===== src/rtl/core/atfd_pkg.sv =====
package atfd_pkg;

  // Window lengths, as powers of two.
  localparam int unsigned MEAS_LOG2 = 3;
  localparam int unsigned CAL_LOG2  = 4;

  // Field and accumulator widths.
  localparam int unsigned SAMPLE_W   = 16;
  localparam int unsigned LANE_W     = 17;
  localparam int unsigned SUM_W      = 24;
  localparam int unsigned CNT_W      = 8;
  localparam int unsigned OFF_W      = 17;
  localparam int unsigned CORR_W     = 18;
  localparam int unsigned THR_W      = 16;
  localparam int unsigned BIAS_W     = 15;
  localparam int unsigned CFG_IDX_W  = 2;
  localparam int unsigned CFG_DATA_W = 16;

  localparam logic [CNT_W-1:0] MEAS_LEN = CNT_W'(1 << MEAS_LOG2);
  localparam logic [CNT_W-1:0] CAL_LEN  = CNT_W'(1 << CAL_LOG2);
  localparam logic [CNT_W-1:0] WIN_MAX  = (MEAS_LEN > CAL_LEN) ? MEAS_LEN : CAL_LEN;

  // Register reset values.
  localparam logic [THR_W-1:0]  THR_RESET  = THR_W'(5120);
  localparam logic [BIAS_W-1:0] BIAS_RESET = BIAS_W'(10042);

  typedef enum logic [1:0] {
    KIND_ORIENT = 2'd0,
    KIND_CAL    = 2'd1,
    KIND_ERROR  = 2'd2
  } kind_e;

  typedef enum logic [1:0] {
    ORI_UNKNOWN = 2'd0,
    ORI_NORMAL  = 2'd1,
    ORI_UPSIDE  = 2'd2,
    ORI_SIDE    = 2'd3
  } ori_e;

  typedef enum logic [CFG_IDX_W-1:0] {
    CFG_FLIP_THRESHOLD = 2'd0,
    CFG_MOUNT_INVERTED = 2'd1,
    CFG_GRAVITY_BIAS   = 2'd2
  } cfg_idx_e;

  // Control shared by all accumulator lanes.
  typedef struct packed {
    logic en;       // a word is accepted
    logic restart;  // the open window is dropped before this word adds
    logic close;    // the window ends with this word
  } lane_ctl_t;

  // A finished window handed from the lanes to the merging stage.
  typedef struct packed {
    kind_e            kind;
    logic [SUM_W-1:0] sum_x;
    logic [SUM_W-1:0] sum_y;
    logic [SUM_W-1:0] sum_z;
  } win_t;

  // One report word.
  typedef struct packed {
    logic [OFF_W-1:0]  off_z;
    logic [OFF_W-1:0]  off_y;
    logic [OFF_W-1:0]  off_x;
    logic [CORR_W-1:0] corr;
    logic              flip;
    ori_e              ori;
  } res_t;

endpackage


===== src/rtl/core/atfd_lane.sv =====
module atfd_lane (
  input  logic                                clk_i,
  input  logic                                rst_ni,
  input  atfd_pkg::lane_ctl_t                 ctl_i,
  input  logic signed [atfd_pkg::LANE_W-1:0]  sample_i,
  output logic signed [atfd_pkg::SUM_W-1:0]   sum_nxt_o
);
  import atfd_pkg::*;

  logic signed [SUM_W-1:0] sum_q;
  logic signed [SUM_W-1:0] base;
  logic signed [SUM_W-1:0] sample_ext;

  // Running sum including the current word.
  assign base       = ctl_i.restart ? '0 : sum_q;
  assign sample_ext = {{(SUM_W-LANE_W){sample_i[LANE_W-1]}}, sample_i};
  assign sum_nxt_o  = base + sample_ext;

  // The sum starts afresh once a window closes or is aborted.
  always_ff @(posedge clk_i or negedge rst_ni) begin
    if (!rst_ni) begin
      sum_q <= '0;
    end else if (ctl_i.en) begin
      sum_q <= ctl_i.close ? '0 : sum_nxt_o;
    end
  end

endmodule


===== src/rtl/core/atfd_merge.sv =====
module atfd_merge (
  input  logic                           clk_i,
  input  logic                           rst_ni,
  input  logic                           load_i,
  input  atfd_pkg::win_t                 win_i,
  input  logic [atfd_pkg::THR_W-1:0]     thr_i,
  input  logic                           inv_i,
  output atfd_pkg::res_t                 res_o
);
  import atfd_pkg::*;

  logic signed [SUM_W-1:0]  avg_meas;
  logic signed [SUM_W-1:0]  avg_x;
  logic signed [SUM_W-1:0]  avg_y;
  logic signed [SUM_W-1:0]  avg_z;
  logic signed [CORR_W-1:0] corr;
  logic signed [CORR_W:0]   corr_w;
  logic signed [CORR_W:0]   thr_w;
  logic                     at_top;
  logic                     at_bottom;
  ori_e                     ori;
  logic                     flip;
  logic [OFF_W-1:0]         off_x_q;
  logic [OFF_W-1:0]         off_y_q;
  logic [OFF_W-1:0]         off_z_q;
  ori_e                     last_q;
  res_t                     res_d;
  res_t                     res_q;

  // Floor averages: an arithmetic shift rounds toward minus infinity.
  assign avg_meas = $signed(win_i.sum_z) >>> MEAS_LOG2;
  assign avg_x    = $signed(win_i.sum_x) >>> CAL_LOG2;
  assign avg_y    = $signed(win_i.sum_y) >>> CAL_LOG2;
  assign avg_z    = $signed(win_i.sum_z) >>> CAL_LOG2;

  // Offset correction and threshold compare.
  assign corr   = $signed(avg_meas[CORR_W-1:0]) - $signed({off_z_q[OFF_W-1], off_z_q});
  assign corr_w = {corr[CORR_W-1], corr};
  assign thr_w  = $signed({{(CORR_W+1-THR_W){1'b0}}, thr_i});
  assign at_top    = corr_w >= thr_w;
  assign at_bottom = corr_w <= -thr_w;

  always_comb begin
    if (at_top) begin
      ori = inv_i ? ORI_UPSIDE : ORI_NORMAL;
    end else if (at_bottom) begin
      ori = inv_i ? ORI_NORMAL : ORI_UPSIDE;
    end else begin
      ori = ORI_SIDE;
    end
    flip = ((ori == ORI_NORMAL) || (ori == ORI_UPSIDE)) && (ori != last_q);
  end

  // Offsets and the last recorded orientation.
  always_ff @(posedge clk_i or negedge rst_ni) begin
    if (!rst_ni) begin
      off_x_q <= '0;
      off_y_q <= '0;
      off_z_q <= '0;
      last_q  <= ORI_UNKNOWN;
    end else if (load_i) begin
      if (win_i.kind == KIND_CAL) begin
        off_x_q <= avg_x[OFF_W-1:0];
        off_y_q <= avg_y[OFF_W-1:0];
        off_z_q <= avg_z[OFF_W-1:0];
      end else if ((win_i.kind == KIND_ORIENT) && flip) begin
        last_q <= ori;
      end
    end
  end

  // Next report word; unused fields read as zero.
  always_comb begin
    res_d = '0;
    case (win_i.kind)
      KIND_ORIENT: begin
        res_d.ori  = ori;
        res_d.flip = flip;
        res_d.corr = corr;
      end
      KIND_CAL: begin
        res_d.off_x = avg_x[OFF_W-1:0];
        res_d.off_y = avg_y[OFF_W-1:0];
        res_d.off_z = avg_z[OFF_W-1:0];
      end
      default: begin
        res_d.ori = ORI_UNKNOWN;
      end
    endcase
  end

  // Report word register.
  always_ff @(posedge clk_i) begin
    if (load_i) begin
      res_q <= res_d;
    end
  end

  assign res_o = res_q;

endmodule


===== src/rtl/core/averaged_tilt_flip_detector_core.sv =====
// Averaged tilt and flip detector.
// Input words arrive on the s_axis channel: tdata carries the x, y and z
// accelerations, tuser the operation (measurement or calibration) and the
// sensor error flag. A measurement window of 8 words yields one orientation
// report; a calibration window of 16 words yields new offsets. A word with
// the error flag aborts the open window and yields an error report at once.
// Reports leave on the m_axis channel, with the report kind in tuser.
// One word is accepted every cycle while s_axis_tready is high. The three axis
// lanes accumulate as the word is taken; a finished window is held in a
// window register and the merging stage turns it into a report in the
// output register.
// If the receiver stalls, one report waits in the output register and one
// finished window in the window register; words are taken until both
// registers are full, and then s_axis_tready stays low until the receiver
// takes the waiting report.
// Reset clears sums, count, offsets and the last orientation, and loads the
// threshold (5120), the normal mount and the gravity bias (10042).
// Configuration writes take effect on the next cycle. The user must make them
// while the block is idle; the block itself does not enforce this.
module averaged_tilt_flip_detector_core (
  input  logic                                  clk_i,
  input  logic                                  rst_ni,
  // Input words.
  input  logic                                  s_axis_tvalid,
  output logic                                  s_axis_tready,
  // tdata: accel_x, accel_y, accel_z.
  input  logic [47:0]                           s_axis_tdata,
  // tuser: operation, sample_error.
  input  logic [1:0]                            s_axis_tuser,
  // Report words.
  output logic                                  m_axis_tvalid,
  input  logic                                  m_axis_tready,
  // tdata: orientation, flip_seen, corrected_z, offset_x_out, offset_y_out,
  // offset_z_out.
  output logic [71:0]                           m_axis_tdata,
  // tuser: report_kind.
  output logic [1:0]                            m_axis_tuser,
  // Configuration writes.
  input  logic                                  cfg_we_i,
  input  logic [atfd_pkg::CFG_IDX_W-1:0]        cfg_idx_i,
  input  logic [atfd_pkg::CFG_DATA_W-1:0]       cfg_data_i
);
  import atfd_pkg::*;

  logic                     accept;
  logic                     advance;
  logic                     op;
  logic                     err;
  logic signed [SAMPLE_W-1:0] ax;
  logic signed [SAMPLE_W-1:0] ay;
  logic signed [SAMPLE_W-1:0] az;
  logic                     restart;
  logic [CNT_W-1:0]         cnt_nxt;
  logic                     done;
  lane_ctl_t                ctl;
  logic signed [LANE_W-1:0] smp_x;
  logic signed [LANE_W-1:0] smp_y;
  logic signed [LANE_W-1:0] smp_z;
  logic signed [SUM_W-1:0]  nxt_x;
  logic signed [SUM_W-1:0]  nxt_y;
  logic signed [SUM_W-1:0]  nxt_z;
  logic [CNT_W-1:0]         count_q;
  logic                     mode_q;
  logic                     s1_valid_q;
  win_t                     s1_q;
  logic                     m_valid_q;
  res_t                     res;
  kind_e                    kind_q;
  logic [THR_W-1:0]         thr_q;
  logic                     inv_q;
  logic [BIAS_W-1:0]        bias_q;

  // Configuration registers.
  always_ff @(posedge clk_i or negedge rst_ni) begin
    if (!rst_ni) begin
      thr_q  <= THR_RESET;
      inv_q  <= 1'b0;
      bias_q <= BIAS_RESET;
    end else if (cfg_we_i) begin
      unique case (cfg_idx_i)
        CFG_FLIP_THRESHOLD: thr_q  <= cfg_data_i[THR_W-1:0];
        CFG_MOUNT_INVERTED: inv_q  <= cfg_data_i[0];
        CFG_GRAVITY_BIAS:   bias_q <= cfg_data_i[BIAS_W-1:0];
        default: begin
          thr_q <= thr_q;
        end
      endcase
    end
  end

  // Handshake: the window register drains into the output register.
  assign advance       = s1_valid_q && (!m_valid_q || m_axis_tready);
  assign s_axis_tready = !s1_valid_q || advance;
  assign accept        = s_axis_tvalid && s_axis_tready;

  // Input word fields.
  assign op  = s_axis_tuser[0];
  assign err = s_axis_tuser[1];
  assign ax  = $signed(s_axis_tdata[15:0]);
  assign ay  = $signed(s_axis_tdata[31:16]);
  assign az  = $signed(s_axis_tdata[47:32]);

  // Window bookkeeping: a change of operation drops the open window.
  assign restart = (count_q != '0) && (op != mode_q);
  assign cnt_nxt = (restart ? '0 : count_q) + CNT_W'(1);
  assign done    = op ? (cnt_nxt == CAL_LEN) : (cnt_nxt == MEAS_LEN);

  assign ctl.en      = accept;
  assign ctl.restart = restart;
  assign ctl.close   = err || done;

  // Lane samples; x and y add zero during measurement so they stay clear.
  assign smp_x = op ? {ax[SAMPLE_W-1], ax} : '0;
  assign smp_y = op ? {ay[SAMPLE_W-1], ay} : '0;
  assign smp_z = op ? ({az[SAMPLE_W-1], az} + $signed({2'b00, bias_q}))
                    : {az[SAMPLE_W-1], az};

  atfd_lane u_lane_x (.clk_i, .rst_ni, .ctl_i(ctl), .sample_i(smp_x), .sum_nxt_o(nxt_x));
  atfd_lane u_lane_y (.clk_i, .rst_ni, .ctl_i(ctl), .sample_i(smp_y), .sum_nxt_o(nxt_y));
  atfd_lane u_lane_z (.clk_i, .rst_ni, .ctl_i(ctl), .sample_i(smp_z), .sum_nxt_o(nxt_z));

  // Sample count and window operation.
  always_ff @(posedge clk_i or negedge rst_ni) begin
    if (!rst_ni) begin
      count_q <= '0;
      mode_q  <= 1'b0;
    end else if (accept) begin
      count_q <= (err || done) ? '0 : cnt_nxt;
      if (!err) begin
        mode_q <= op;
      end
    end
  end

  // Window register holding a finished or aborted window.
  always_ff @(posedge clk_i or negedge rst_ni) begin
    if (!rst_ni) begin
      s1_valid_q <= 1'b0;
    end else if (accept && (err || done)) begin
      s1_valid_q <= 1'b1;
    end else if (advance) begin
      s1_valid_q <= 1'b0;
    end
  end

  always_ff @(posedge clk_i) begin
    if (accept && (err || done)) begin
      s1_q.kind  <= err ? KIND_ERROR : (op ? KIND_CAL : KIND_ORIENT);
      s1_q.sum_x <= nxt_x;
      s1_q.sum_y <= nxt_y;
      s1_q.sum_z <= nxt_z;
    end
  end

  atfd_merge u_merge (
    .clk_i,
    .rst_ni,
    .load_i (advance),
    .win_i  (s1_q),
    .thr_i  (thr_q),
    .inv_i  (inv_q),
    .res_o  (res)
  );

  // Output valid.
  always_ff @(posedge clk_i or negedge rst_ni) begin
    if (!rst_ni) begin
      m_valid_q <= 1'b0;
    end else if (advance) begin
      m_valid_q <= 1'b1;
    end else if (m_axis_tready) begin
      m_valid_q <= 1'b0;
    end
  end

  // Kind travels alongside the report word through the output register.
  always_ff @(posedge clk_i) begin
    if (advance) begin
      kind_q <= s1_q.kind;
    end
  end

  assign m_axis_tvalid = m_valid_q;
  assign m_axis_tdata  = res;
  assign m_axis_tuser  = kind_q;

  // The sample count never reaches a full window.
  a_count_bound : assert property (@(posedge clk_i) disable iff (!rst_ni)
    count_q < WIN_MAX)
    else $error("sample count reached a full window");

  // A stalled window stays in place.
  a_win_hold : assert property (@(posedge clk_i) disable iff (!rst_ni)
    s1_valid_q && !advance |=> s1_valid_q && $stable(s1_q))
    else $error("window register changed while stalled");

  // An error word always clears the window.
  a_err_clear : assert property (@(posedge clk_i) disable iff (!rst_ni)
    accept && err |=> (count_q == '0) && s1_valid_q)
    else $error("error word did not clear the window");

  // Input back-pressure only when both registers are full.
  a_ready : assert property (@(posedge clk_i) disable iff (!rst_ni)
    !s_axis_tready |-> s1_valid_q && m_valid_q)
    else $error("input stalled with a free register");

endmodule

===== config.mk =====
export PLATFORM = sky130hd
export DESIGN_NAME = averaged_tilt_flip_detector_core
export DESIGN_NICKNAME = d
export VERILOG_FILES = /design/src/rtl/core/atfd_pkg.sv /design/src/rtl/core/atfd_lane.sv /design/src/rtl/core/atfd_merge.sv /design/src/rtl/core/averaged_tilt_flip_detector_core.sv
export SDC_FILE = /design/constraint.sdc
export NUM_CORES = 1
export LEC_CHECK = 0
export BUFFER_PORTS_ARGS = -buffer_cell sky130_fd_sc_hd__buf_2
export CAP_MARGIN = 15
export CORE_MARGIN = 4
export CORE_UTILIZATION = 55
export DETAILED_ROUTE_END_ITERATION = 8
export PLACE_DENSITY = 0.82
export SLEW_MARGIN = 20
export SYNTH_ARGS = -nofsm -noshare
export SYNTH_HDL_FRONTEND = slang
export SYNTH_SLANG_ARGS = --single-unit

===== constraint.sdc =====
create_clock -name clk_i -period 4.9 [get_ports clk_i]
set_clock_uncertainty 0.05 [all_clocks]
set_input_delay 1.225 -clock clk_i [delete_from_list [all_inputs] [get_ports clk_i]]
set_output_delay 1.225 -clock clk_i [all_outputs]
set_load 0.01 [all_outputs]

==> results.md <==
* Status: finished clean
* Ys flop type: edfxtp_1
* Arrival @ worst endpoint at 5.23 ns
* Post-synthesis instance area at 15400 um^2
* Sum of negative setup slack at 0 ns
* Reg-to-reg critical path startpoint: s1_q[4]
* Vias in the first global route at 11.7k
* Core Region at 27700 um^2
* Ys Warns at 0
* Mux cell area share after synthesis at 0.0373
* Hold path cells at 2
* Synth Area in Adders at 0.108
* Synthesized flop and latch total at 253
* Main combinational cell family by area after synthesis: simple AND/OR/NAND/NOR gates
* Setup WS pre-CTS at -0.504 ns
* CTS H-Tree Depth at 1
* Final setup vio count at 0
* Max-cap violations at 0
* Setup crit end kind: flip-flop
* Slew margin rel. at 0.323
* Die height at 175 um
* Initial antenna violation count at 0
* Post-Synth Simple-Gate Area at 0.176
* Worst-skew pair later-pin latency at 0.54 ns
* Unrepaired setup endpoints after global routing: yes
* Clock buffer count from CTS at 26
* Async set-or-reset flop fraction in the synthesized netlist at 0.494
* Hold Startpoint: u_lane_y.sum_q[8]
* Mapped Cells at 1478
* FP Rows at 61
* Share of cells above drive strength 1 at 0.235
* Total power at 10400 uW
* Final min period at 4.86 ns
* Lkg Pwr at 0.00810 uW
* Root Buffer: clkbuf_16
* Die X at 175 um
* R2R depth at 18
* Vias per cell at 5.66
* Pins Over Slew Limit at 0
* Clk sinks at 253
* CP required at 5.27 ns
* # fillers at 2144
* Drt wl/cell at 17.2 um
* DP Wirelength at 26300 um
* EDFF count, synth at 128
* Max Freq at 206 MHz
* Pin count of the biggest net entering global routing at 126
* Starting DRT DRC Count at 715
* Reg2reg setup slack at 0.16 ns
* Finished Core Util at 0.657
* Final Hold Viols at 0
* Min-Delay Path Class: flip-flop to flip-flop
* Worst r2r dst: u_merge.last_q[1]
* DRC Markers at 0
* Final RePlAce weighted congestion at 0.958
* Die area at 30800 um^2
* IO Count at 149
* CTS tree: done
* CP Launch Type: input port
* Remaining global-route overflow at 0
* Final #Nets at 1895
* Most frequent cells in the layout: 153 x and2_1, 147 x buf_2, 132 x nand2_1
* Inserted Diodes at 0
* Critical Path Fanout Max at 5
* P&R area growth vs syn at 18.2%
* Port Buffers at 148
* Clock-pin slew on the worst setup and hold paths at 0.06 ns
* Commonest non-fill, non-tap cell in the layout: and2_1
* Period utilisation layout at 0.991
* # hold bufs at CTS at 0
* Compound-Gate Fraction of Synth Area at 0.138
* Crit Path Category: input port to flip-flop
* Final ANT Viol Nets at 0
* Final WS setup at 0.0423 ns
* Worst vdd ir at 348 uV
* XOR/XNOR Fraction of Synth Area at 0.0576
* Total Routing Usage GR at 0.228
* Synthesized Nets at 1679
* Syn avg cell area at 10.4 um^2
* PwrDens at 572 nW/um^2
* Drt pass-1 iters at 5
* First-pass GRT wire length at 58200 um
* Longest Clk Path Bufs at 3
* Total number of vias at 11.8k
* Drt total wl at 35900 um
* Worst Hold Path EP: u_lane_y.sum_q[8]
* Sequential area share after synthesis at 0.453
* Initial Util at 0.556
* Tightest Pin Transition at 1.01 ns
* Netlist cell types at 83
power by group:
| group | internal (uW) | switching [uW] | total [uW] |
|---|---|---|---|
| clock network | 1170 | 824 | 2000 |
| registers | 2760 | 230 | 2990 |
| logic | 2490 | 2930 | 5420 |
| total | 6430 | 3980 | 10400 |
logic make-up (layout without fill, tap and decap cells):
group           Yosys count  count (layout)
compound gates          312             312
xor+xnor                 99              99
fa+ha+maj               130             130
buf+inv                 117             353
flops                   253             253
mux                      50              50
simple gates            517             517
cells in the mapped netlist, drive strengths merged, types with 18 or more instances:
master  number  area (um^2)
clkbuf      42          168
inv         68          255
edfxtp     128         3840
and2       154          965
o21ai       82          410
a22o        27          236
nor3        32          160
xor2        18          158
mux2        46          522
nor2        62          233
nand3       31          155
xnor2       80          708
a21oi       65          337
ha         123         1540
nand2      133          499
dfrtp      115         2880
a21o        26          196
how the worst max path moves through the flow:
stage | from | end | slack (ns) | cells past startpoint
6_report | s_axis_tdata[32] | u_lane_z.sum_q[20] | 0.04 | 19
5_1_grt | s1_q[4] | u_merge.last_q[0] | -0.13 | 19
4_1_cts | s_axis_tdata[32] | u_lane_z.sum_q[20] | 0.04 | 19
3_5_place_dp | s_axis_tdata[33] | u_lane_z.sum_q[20] | -0.50 | 20
3_3_place_gp | s_axis_tdata[32] | u_lane_z.sum_q[19] | -0.36 | 19
2_1_floorplan | s_axis_tdata[32] | u_lane_z.sum_q[19] | 0.002 | 18
layer usage:
metal / wire length, um / GRT usage / up-vias
li1: - / - / 5743
met1: 15800 / 0.312 / 5678
met2: 17200 / 0.380 / 338
met3: 1910 / 0.0347 / 79
met4: 983 / 0.0694 / 0
met5: 0 / 0 / -
critical path: stages:
cell and delay (ns):
buf_2 0.10, ha_1 0.22, fa_2 0.36, a21oi_2 0.17, o21bai_2 0.13, a2111oi_4 0.44
or4_4 0.21, a31oi_2 0.11, a21o_1 0.20, a21oi_1 0.17, xnor2_1 0.08, mux2_2 0.31
ha_4 0.27, a21oi_2 0.14, nand4_1 0.12, a31oi_1 0.26, a21oi_1 0.13, xnor3_1 0.37
a22o_1 0.21
repair_timing:
item / 4_1_cts / 5_1_grt
gates resized for setup: 2 / 34
endpoints found under the hold margin: 0 / 0
cloned: 0 / 0
endpoints found under the setup margin: 2 / 11
setup buffers: 0 / 6
pin swaps: 1 / 20
flip-flops by register name, summed over array words and instances, names as in the netlist, 15 cells and up:
signal / cells
u_merge.res_o: 72
s1_q: 54
u_lane_x.sum_q: 21
u_lane_y.sum_q: 21
u_lane_z.sum_q: 21
u_merge.off_z_q: 17
thr_q: 16
bias_q: 15
per-stage QoR:
step	cell area, um^2	instances	hold slack, ns
final	18200	2092	0.407
after CTS	18000	2086	0.412
after global routing	18200	2092	0.431
after detailed placement	17200	2038	0.401
after floorplan	15500	1478	0.380
after global placement	17200	2038	0.394
area by class of cell:
cell class,instances,area [um^2],area share
Multi-Input combinational cell,1108,8200,0.450
Sequential cell,253,6980,0.384
Timing Repair Buffer,237,1440,0.0789
Clock buffer,35,704,0.0387
Tap cell,378,473,0.0260
Inverter,68,255,0.0140
Clock inverter,13,161,0.00886
Note: power is estimated with default switching activity, not from simulation.
